$ cat src/hw/rtl/pffe_pkg.sv
`default_nettype none
// ----------------------------------------------------------------------------
// Polyphase FIR front end package
// Shared constants, codes, types and the output rounding function.
// ----------------------------------------------------------------------------
package pffe_pkg;

   localparam int MAX_CHANNELS = 512;
   localparam int MAX_TAPS     = 8;
   localparam int MAX_STREAMS  = 4;
   localparam int SAMPLE_WIDTH = 16;
   localparam int COEFF_WIDTH  = 18;
   localparam int OUT_WIDTH    = 24;

   localparam int CH_W       = $clog2(MAX_CHANNELS);
   localparam int CH_CNT_W   = $clog2(MAX_CHANNELS + 1);
   localparam int TAP_W      = $clog2(MAX_TAPS);
   localparam int TAP_CNT_W  = $clog2(MAX_TAPS + 1);
   localparam int STREAM_W   = $clog2(MAX_STREAMS);
   localparam int HIST_AW    = STREAM_W + TAP_W + CH_W;
   localparam int COEF_AW    = $clog2(MAX_TAPS * MAX_CHANNELS);
   localparam int PROD_W     = SAMPLE_WIDTH + COEFF_WIDTH;
   localparam int ACC_W      = PROD_W + TAP_W;
   localparam int RND_SHIFT  = COEFF_WIDTH - 1;
   localparam int RND_Q_W    = ACC_W + 1 - RND_SHIFT;
   localparam int SAT_W      = ((RND_Q_W > OUT_WIDTH) ? RND_Q_W : OUT_WIDTH) + 1;

   localparam int CSR_DATA_W = CH_CNT_W;

   localparam logic [CH_CNT_W-1:0]  CHANNELS_RESET = CH_CNT_W'(MAX_CHANNELS);
   localparam logic [TAP_CNT_W-1:0] TAPS_RESET     = TAP_CNT_W'(MAX_TAPS);
   localparam logic [CH_CNT_W-1:0]  CHANNELS_MIN   = CH_CNT_W'(2);
   localparam logic [TAP_CNT_W-1:0] TAPS_MIN       = TAP_CNT_W'(1);

   localparam logic OP_COEFF  = 1'b0;
   localparam logic OP_SAMPLE = 1'b1;

   localparam logic CSR_CHANNELS = 1'b0;
   localparam logic CSR_TAPS     = 1'b1;

   // Input beat layout, lowest bits first.
   localparam int REQ_STREAM_LSB = 0;
   localparam int REQ_CIDX_LSB   = REQ_STREAM_LSB + STREAM_W;
   localparam int REQ_CVAL_LSB   = REQ_CIDX_LSB + COEF_AW;
   localparam int REQ_RE_LSB     = REQ_CVAL_LSB + COEFF_WIDTH;
   localparam int REQ_IM_LSB     = REQ_RE_LSB + SAMPLE_WIDTH;
   localparam int REQ_BITS       = REQ_IM_LSB + SAMPLE_WIDTH;
   localparam int REQ_DATA_W     = ((REQ_BITS + 7) / 8) * 8;

   // Output beat layout, lowest bits first.
   localparam int RSP_BITS   = STREAM_W + CH_W + 2 * OUT_WIDTH;
   localparam int RSP_DATA_W = ((RSP_BITS + 7) / 8) * 8;

   typedef enum logic [2:0] {
      ST_CLEAR,
      ST_IDLE,
      ST_WALK,
      ST_DRAIN,
      ST_OUT
   } state_type;

   typedef struct packed {
      logic ready;
      logic clear;
      logic walk;
      logic load_out;
   } ctrl_cmd_type;

   typedef struct packed {
      logic clear_last;
      logic last_tap;
      logic busy;
      logic out_free;
   } dp_status_type;

   localparam logic signed [ACC_W:0]     RND_HALF = (ACC_W + 1)'(1) <<< (RND_SHIFT - 1);
   localparam logic signed [SAT_W-1:0]   SAT_MAX  = (SAT_W'(1) <<< (OUT_WIDTH - 1)) - SAT_W'(1);
   localparam logic signed [SAT_W-1:0]   SAT_MIN  = -SAT_MAX - SAT_W'(1);

   function automatic logic signed [OUT_WIDTH-1:0] round_sat(
      input logic signed [ACC_W-1:0] acc
   );
      logic signed [ACC_W:0]     v;
      logic signed [RND_Q_W-1:0] q;
      logic signed [SAT_W-1:0]   qx;
      logic signed [OUT_WIDTH-1:0] r;
      v  = (ACC_W + 1)'(acc) + RND_HALF;
      q  = v[ACC_W:RND_SHIFT];
      qx = SAT_W'(q);
      if (qx > SAT_MAX) begin
         r = OUT_WIDTH'(SAT_MAX);
      end else if (qx < SAT_MIN) begin
         r = OUT_WIDTH'(SAT_MIN);
      end else begin
         r = OUT_WIDTH'(qx);
      end
      return r;
   endfunction

endpackage
`default_nettype wire

$ cat src/hw/rtl/pffe_ctrl.sv
`default_nettype none
// ----------------------------------------------------------------------------
// Polyphase FIR front end controller
// Sequences the history clear, beat acceptance, the tap walk and result load.
// ----------------------------------------------------------------------------
module pffe_ctrl (
   input  wire                     clock,
   input  wire                     reset,
   input  wire                     req_tvalid,
   input  wire                     req_op,
   input  pffe_pkg::dp_status_type status,
   output pffe_pkg::ctrl_cmd_type  cmd
);

   pffe_pkg::state_type state_ff;
   pffe_pkg::state_type state_in;

   always_comb begin
      state_in = state_ff;
      case (state_ff)
         pffe_pkg::ST_CLEAR: begin
            if (status.clear_last) begin
               state_in = pffe_pkg::ST_IDLE;
            end
         end
         pffe_pkg::ST_IDLE: begin
            if (req_tvalid && req_op == pffe_pkg::OP_SAMPLE) begin
               state_in = pffe_pkg::ST_WALK;
            end
         end
         pffe_pkg::ST_WALK: begin
            if (status.last_tap) begin
               state_in = pffe_pkg::ST_DRAIN;
            end
         end
         pffe_pkg::ST_DRAIN: begin
            if (!status.busy) begin
               state_in = pffe_pkg::ST_OUT;
            end
         end
         pffe_pkg::ST_OUT: begin
            if (status.out_free) begin
               state_in = pffe_pkg::ST_IDLE;
            end
         end
         default: begin
            state_in = pffe_pkg::ST_CLEAR;
         end
      endcase
   end

   always_comb begin
      cmd = '0;
      case (state_ff)
         pffe_pkg::ST_CLEAR: begin
            cmd.clear = 1'b1;
         end
         pffe_pkg::ST_IDLE: begin
            cmd.ready = 1'b1;
         end
         pffe_pkg::ST_WALK: begin
            cmd.walk = 1'b1;
         end
         pffe_pkg::ST_OUT: begin
            cmd.load_out = status.out_free;
         end
         default: begin
            cmd = '0;
         end
      endcase
   end

   always_ff @(posedge clock) begin
      if (reset) begin
         state_ff <= pffe_pkg::ST_CLEAR;
      end else begin
         state_ff <= state_in;
      end
   end

endmodule
`default_nettype wire

$ cat config.mk
export PLATFORM = sky130hd
export DESIGN_NAME = pffe_ctrl
export DESIGN_NICKNAME = d
export VERILOG_FILES = /design/src/hw/rtl/pffe_pkg.sv /design/src/hw/rtl/pffe_ctrl.sv
export SDC_FILE = /design/constraint.sdc
export NUM_CORES = 1
export LEC_CHECK = 0
export BUFFER_PORTS_ARGS = -buffer_cell sky130_fd_sc_hd__buf_4
export CAP_MARGIN = 10
export CORE_AREA = 3 3 40 42
export CTS_BUF_LIST = sky130_fd_sc_hd__clkbuf_2
export CTS_CLUSTER_DIAMETER = 60
export DETAILED_ROUTE_END_ITERATION = 7
export DIE_AREA = 0 0 43 45
export RECOVER_POWER = 100
export SETUP_SLACK_MARGIN = 0.5
export SLEW_MARGIN = 20
export SYNTH_ARGS = -nofsm -noshare
export SYNTH_HDL_FRONTEND = slang
export SYNTH_SLANG_ARGS = --single-unit
$ cat constraint.sdc
create_clock -name clock -period 1.5 [get_ports clock]
set_input_delay 0.3 -clock clock [delete_from_list [all_inputs] [get_ports clock]]
set_output_delay 0.3 -clock clock [all_outputs]
set_load 0.01 [all_outputs]
**Yosys cells after proc, flatten, opt, wreduce, memory -nomap -nowiden**

Index checks and enable logic that the tools add are counted.

- Eq/ne operators: 9
- Multiplexer cells: 10
- Reductions and logical operators: 3

Operators with widths:

| operator | count |
|---|---|
| two-way mux 3 bit | 5 |
| one-hot mux 3 bit (5 select lines) | 1 |
| != test 2 bit (second input constant) | 5 |
| equality test 3 x 2 -> 1 bit (second input constant) | 2 |
| AND reduction 5 bit | 1 |
| two-way mux 1 bit | 4 |
| equality test 3 x 1 -> 1 bit (second input constant) | 1 |
| equality test 3 bit (second input constant) | 1 |
| zero test 3 bit | 1 |
| logical AND 1 bit | 1 |

- Flip-flop bits (word level): 3
- Input port bits: 8
- Output and inout bits: 4
- Word-level logic and storage cells: 23

**Logic depth before layout (Yosys ltp)**

Gate-level depths: netlist (run 1).

- Depth after elaboration: 3
- Depth in mapped cells: 4
- Mapped depth without buffers: 3

**Least setup slack after synthesis (run 1)**

No wires, ideal clock.

- Path type: reg-to-reg
- Start: register state_ff[1]
- End: register state_ff[2]
- Setup time: 0.122 ns
- Data arrival time: 1.162 ns
- Data required time: 1.378 ns
- Path slack: 0.216 ns
- Cell stages (with the launch flop): 5
- Buffers on the path: 1
- Clock period less this slack: 1.284 ns
- Path through: dfxtp_1 buf_6 nor2b_2 or4b_4 o311a_1

- Word-level cells in the longest chain between the ends: 3
- Elaborated cells between the ends (all ways): 12
- Those cells by class: eq/ne: 9; mux: 1; reduce/logical: 2

RTL lines:

| what | line | RTL |
|---|---|---|
| start: declaration | pffe_ctrl.sv:15 | `pffe_pkg::state_type state_ff;` |
| start signal: assignment | pffe_ctrl.sv:75 | `state_ff <= pffe_pkg::ST_CLEAR;` |
| start signal: assignment | pffe_ctrl.sv:77 | `state_ff <= state_in;` |
| equality test 3 x 1 -> 1 bit, or another cell as far along | pffe_ctrl.sv:20 | `case (state_ff)` |
| != test 2 bit (no line) | -- |  |
| AND reduction 5 bit (no line) | -- |  |

Several ways; a longest one is shown, not always the timed one.
A chain may end at the register's enable or synchronous reset.

==> run metrics, run 1 <==
drt first pass iters=2; Area growth, synth to finish=76.3%; final cycle utilization of the critical path=between 80% and 90%; Final setup viols=0; Pins Over Slew Limit=0; routed via count=about 250; met1 wire length=254 um; diode count=0; worst path cell trace=nand2b_4, nor3b_2, clkbuf_1; WL met2=a little over 300 um; Slew HR=about four fifths; Clk Tree Root Cell=clkbuf_2; Top Registers=state_ff (3); highest metal used=met3; Placed Cells=48; FP Rows=13; Crit Path Category=flop to output pin; antenna violations before repair=0; All-Layer GR Usage=under 10%; Hold Crit Depth=2; Worst-path clk slew=0.05 ns; post-synthesis simple-gate area fraction=~40%; clk_skew=roughly 0.0058 ns; clock sinks=3; flops & latches, synth=3; Compound-Gate Fraction of Synth Area=about a fifth; Pleak=roughly 0.16 nW; Final Non-Filler Cells=55; max cap viols=0; largest family of logic cells by synthesized area=simple AND/OR/NAND/NOR gates; Nets=49; largest net degree at the start of global routing=12; vias in the first global route=around 240; I/O pin total=12; Initial Utilization=17.2%; TritonCTS Buffers=3; RD Place Congestion=between 0.6 and 0.7; Max H-tree Level=1; Final ANT Viol Nets=0; Crit. path cell count=3; Setup WS pre-CTS=0.165 ns; Post-Syn Nets=32; Cell variety after synth=19; final wirelength=around 630 um; Remaining DRCs=0; DIE AREA=approximately 0.0019 mm2; core footprint=approximately 0.0013 mm2; fin worst setup slack=0.188 ns; VDD IR max=about 300 uV; crit path buf inv count=1; post-synthesis area per instance=9.23 um2; DR iter-0 viols=13; mux share of post-synthesis cell area=under 10%; Wirelength per Cell=approximately 11 um; GR Overflow Total=0; Startpoint Class=flop; Worst R2R Path Depth=3; fin util=a little under a third; synthesized-area fraction occupied by adder cells=0%; RSZ-0062 raised after global routing=yes; DR WL met3=around 70 um; slowest CP cell=dfxtp_4; Mapped Cells=24; Hold Fails Final Rpt=0; worst path required time=~1.2 ns; pwr dens=roughly 740 mW/mm2; FMAX=0.762 GHz; setup TNS=0 ns; Max Buffers Root-to-Sink=2; Avg Vias per Cell=about 4.6; WP data arrival=a little over 1 ns; Port Buf Inserts=11; first-pass GRT wire length=1010 um; largest delay contributor family on the critical path=flip-flops; mapped cell area=approximately 220 um2; sequential-to-total area share from yosys stat=a little over a quarter; Die Y-Extent=45 um; Largest Register=state_ff; CTS tree=yes; CP peak stage delay=0.36 ns; Die W=43 um; Clk Latency, worst-skew pair=roughly 0.21 ns; crit end category=output pin; minimum clock period=roughly 1.3 ns; XOR/XNOR Fraction of Synth Area=0%; maximum fanout along the worst path=8; Synth Warn #=0; layout cells sized above 1=just under 70%; status=finished, final reports clean; Worst-Margin Slew=0.315 ns; min-delay worst type=input port to flop; max reg flops=3
==> power by group <==
group	internal (mW)	total, mW	switching [mW]	leakage [nW]
Sequential	0.0860	0.0997	0.0137	0.0264
Combinational	0.0453	0.0751	0.0299	0.122
Clock	0.0703	0.113	0.0428	0.0166
Total	0.202	0.288	0.0863	0.165
==> per-layer routing <==
metal  vias up  GRT usage, %
met2         8          11.1
met1       119          7.95
met5         -             0
li1        126             -
met4         0          3.61
met3         0          6.77
==> metrics by stage <==
step	power [mW]	area (um2)	hold WS, ns
6_report	0.288	390	0.299
5_1_grt	0.314	390	0.288
4_1_cts	0.304	405	0.284
3_3_place_gp	0.167	323	0.514
3_5_place_dp	0.168	323	0.515
2_1_floorplan	0.137	234	0.382
==> cell usage in the layout (no fill, tap or decap), types with 2 or more instances in the layout <==
master	netlist	final
buf_4	0	10
clkbuf_1	2	4
clkbuf_2	0	4
dfxtp_4	0	2
nor3b_2	0	3
==> timing repair <==
action	in CTS	in global routing
setup endpoints to repair	7	7
pin swaps	1	0
hold buffers	0	0
buffers inserted	3	0
gates resized for setup	10	1
==> worst register-to-register path: stages (launching register included) <==
cell and delay, ns:
dfxtp_4 0.37, and3b_1 0.17, or4b_4 0.49, o311a_1 0.12
==> cells in the mapped netlist (all sizes together) <==
library cell	count	area, um2
o22ai	1	6.26
nor3	1	5.00
nor3b	3	22.5
nand2b	1	6.26
a21oi	1	5.00
mux2	1	11.3
nor2b	1	8.76
or4b	2	23.8
a211o	1	8.76
clkbuf	2	7.51
nand3b	1	7.51
o311a	1	10.0
nor2	1	3.75
dfxtp	3	60.1
buf	1	11.3
and3b	1	8.76
a31oi	1	6.26
a2111oi	1	8.76
==> cells by family after synthesis <==
logic type,count (synthesis)
DFF,3
muxes,1
and+or+nand+nor,11
AOI/OAI and AO/OA,6
buffers and inverters,3
==> path summary, 6_finish.rpt <==
check,startpoint,endpoint,slack [ns]
hold / removal,reset,state_ff[1],0.30
hold reg to reg,state_ff[0],state_ff[1],0.54
setup / recovery,state_ff[1],cmd[0],0.19
setup reg to reg,state_ff[1],state_ff[2],0.22
==> final cells by class <==
type | count | area (um2)
flip-flops and latches | 3 | 68.8
fillers | 152 | 895
well taps | 15 | 18.8
multi-input cells | 18 | 181
repair buffers | 15 | 101
clock buffers | 4 | 20.0
Power figures use the tool's default switching activity.
==> run 2, diff against run 1 <==
--- a/config.mk
+++ b/config.mk
@@ -5,6 +5,7 @@
 export SDC_FILE = /design/constraint.sdc
 export NUM_CORES = 1
 export LEC_CHECK = 0
+export ABC_AREA = 1
 export BUFFER_PORTS_ARGS = -buffer_cell sky130_fd_sc_hd__buf_4
 export CAP_MARGIN = 10
 export CORE_AREA = 3 3 40 42
==> run 2 against run 1 <==
  * Via count rose by 32%
  * Critical path depth rose by 1
  * Clock skew fell by 0.0019 ns
  * Clock-buffer cell count did not move
  * Largest power group is now combinational logic
  * Critical path type unchanged
  * Highest routed layer unchanged
==> run metrics, run 2 <==
status=finished, final reports clean; Yosys top cell area share=between 20% and 30%; slowest CP cell=dfxtp_1; R2R setup slack=about 0.20 ns; DIE AREA=approximately 0.0019 mm2; Synth area leaders=dfxtp_1 (23%), nor2_1 (13%), nand2_1 (12%); Max H-tree Level=1; reg2reg end=state_ff[1]; Final ANT Viol Nets=0; commonest cells after routing, fill and taps aside=buf_4 (13), nor2_1 (8), nand2_1 (6); Die Y-Extent=about 45 um; HP Start=reset; Yosys top cell by area=dfxtp_1; maximum fanout along the worst path=5; setup TNS=0 ns; vias in the first global route=~310; Worst-path clk slew=about 0.04 ns; DR iter-0 viols=3; RD Place Congestion=roughly 0.73; Post-Syn Nets=between 50 and 60; post-synthesis area per instance=5.86 um2; NetSw=a little over 0.4 mW; final cycle utilization of the critical path=88.2%; pwr dens=1840 mW/mm2; Top Registers=state_ff (3); Port Buf Inserts=11; I/O pin total=12; final wirelength=roughly 740 um; Die W=between 40 and 50 um; routed via count=between 300 and 400; layout cells sized above 1=between 50 and 60%; commonest non-fill, non-tap cell in the layout=buf_4; Initial Utilization=between 20% and 30%; Clk Tree Root Cell=clkbuf_2; antenna violations before repair=0; R2R Path Start=state_ff[1]; Synth Warn #=0; clk_skew=around 0.004 ns; Avg Vias per Cell=4.34; Worst-Margin Slew=around 0.25 ns; mapped cell area=roughly 260 um2; first-pass GRT wire length=1260 um; post-route cell area=around 470 um2; largest net degree at the start of global routing=9; max cap viols=0; Clk Latency, worst-skew pair=roughly 0.21 ns; CP peak stage delay=roughly 0.37 ns; Post-synth ARST share=0%; count leader, synth=nor2_1; Pins Over Slew Limit=0; clock share of power=a little over an eighth; Nets=71; Mapped Cells=between 40 and 50; core footprint=between 0.001 and 0.0015 mm2; crit end category=output pin; CTS Hold Buffers Added=0; worst path cell trace=nor2_4, inv_2, nor3_2, buf_4; Hold Crit Endpoint=state_ff[0]; RSZ-0062 raised after global routing=yes; Slew HR=83.3%; Crit Path Category=flop to output pin; sequential-to-total area share from yosys stat=about a quarter; WP data arrival=between 1 and 1.5 ns; CTS tree=yes; min-delay worst type=input port to flop; drt first pass iters=2; max reg flops=3; GR Overflow Total=0; Cell variety after synth=13; clock sinks=3; Post-synth EDFFs=0; Hold Crit Depth=4; placed inst area=about 380 um2; Largest Register=state_ff; Hold WS=between 0.3 and 0.4 ns; Gate power share=about 66%; Worst R2R Path Depth=9; TritonCTS Buffers=3; Pleak=roughly 0.26 nW; worst path required time=between 1 and 1.5 ns; FP Rows=13; All-Layer GR Usage=roughly 9%; minimum clock period=between 1 and 1.5 ns; Remaining DRCs=0; detailed placer's ending HPWL=485 um; Hold Fails Final Rpt=0; flops & latches, synth=3; FMAX=about 0.76 GHz; Final setup viols=0; sw frac=a little under half; cell internal pwr=0.455 mW; most common flop cell mapped by yosys=dfxtp_1; Max Buffers Root-to-Sink=2; Startpoint Class=flop; VDD IR max=roughly 830 uV; Wirelength per Cell=9.57 um; synth cell count leaders=nor2_1 (9), nand2_1 (8), inv_1 (7); Area growth, synth to finish=81.1%; diode count=0; Seq pwr share=about a fifth
==> run 2: cell type report <==
| cell class | count | area [um2] |
|---|---|---|
| flip-flops and latches | 3 | 67.6 |
| clock buffers | 4 | 20.0 |
| fillers | 154 | 818 |
| repair buffers | 15 | 113 |
| inverters | 9 | 36.3 |
| multi-input cells | 31 | 211 |
| well taps | 15 | 18.8 |
==> run 2: metal layers <==
layer	GRT usage (%)	vias up	part of all wire (%)
met3	4.38	0	7.2
li1	-	173	-
met4	5.42	0	0
met2	13.8	10	50
met1	10.1	151	43
met5	0	-	0
==> run 2: cells by family (layout without fill, tap and decap cells) <==
| family | Yosys count | in the layout | share of synthesized area, % |
|---|---|---|---|
| simple gates | 30 | 30 | 56.3 |
| buf+inv | 10 | 28 | 17.5 |
| flops | 3 | 3 | 23.3 |
| compound gates | 1 | 1 | 2.91 |
==> run 2: power groups by stage <==
stage	clock network (mW)	registers, mW	logic [mW]
finish	0.116	0.179	0.563
global route	0.132	0.185	0.626
CTS	0.120	0.184	0.523
detailed placement	0	0.185	0.408
global placement	0	0.185	0.403
floorplan	0	0.165	0.307
==> run 2: repair_timing <==
item | 4_1_cts | 5_1_grt
gates resized for setup | 8 | 4
pin swaps | 3 | 3
setup buffers | 3 | 1
setup endpoints to repair | 7 | 7
==> run 2: worst max-delay path by stage <==
stage	cells after the start	from	end	slack (ns)
final	4	state_ff[1]	cmd[0]	0.18
after global routing	2	state_ff[2]	cmd[3]	0.08
after CTS	4	state_ff[0]	cmd[0]	0.18
after detailed placement	7	state_ff[2]	state_ff[1]	0.32
after global placement	7	state_ff[2]	state_ff[1]	0.34
after floorplan	3	state_ff[1]	cmd[0]	0.45
==> run 2: per-stage QoR <==
stage | cells | util (%) | setup WS [ns] | power (mW)
floorplan | 44 | - | 0.447 | 0.472
global placement | 69 | 29.3 | 0.339 | 0.588
finish | 77 | 36.3 | 0.177 | 0.857
global route | 77 | 36.3 | 0.0781 | 0.943
detailed placement | 69 | 29.3 | 0.325 | 0.593
CTS | 76 | 35.2 | 0.183 | 0.827
==> run 2: worst max-delay path: cells and delay by family, from the launching register on <==
family        cells  cell delay (ns)
flops             1             0.37
simple gates      2             0.27
buf+inv           2             0.18
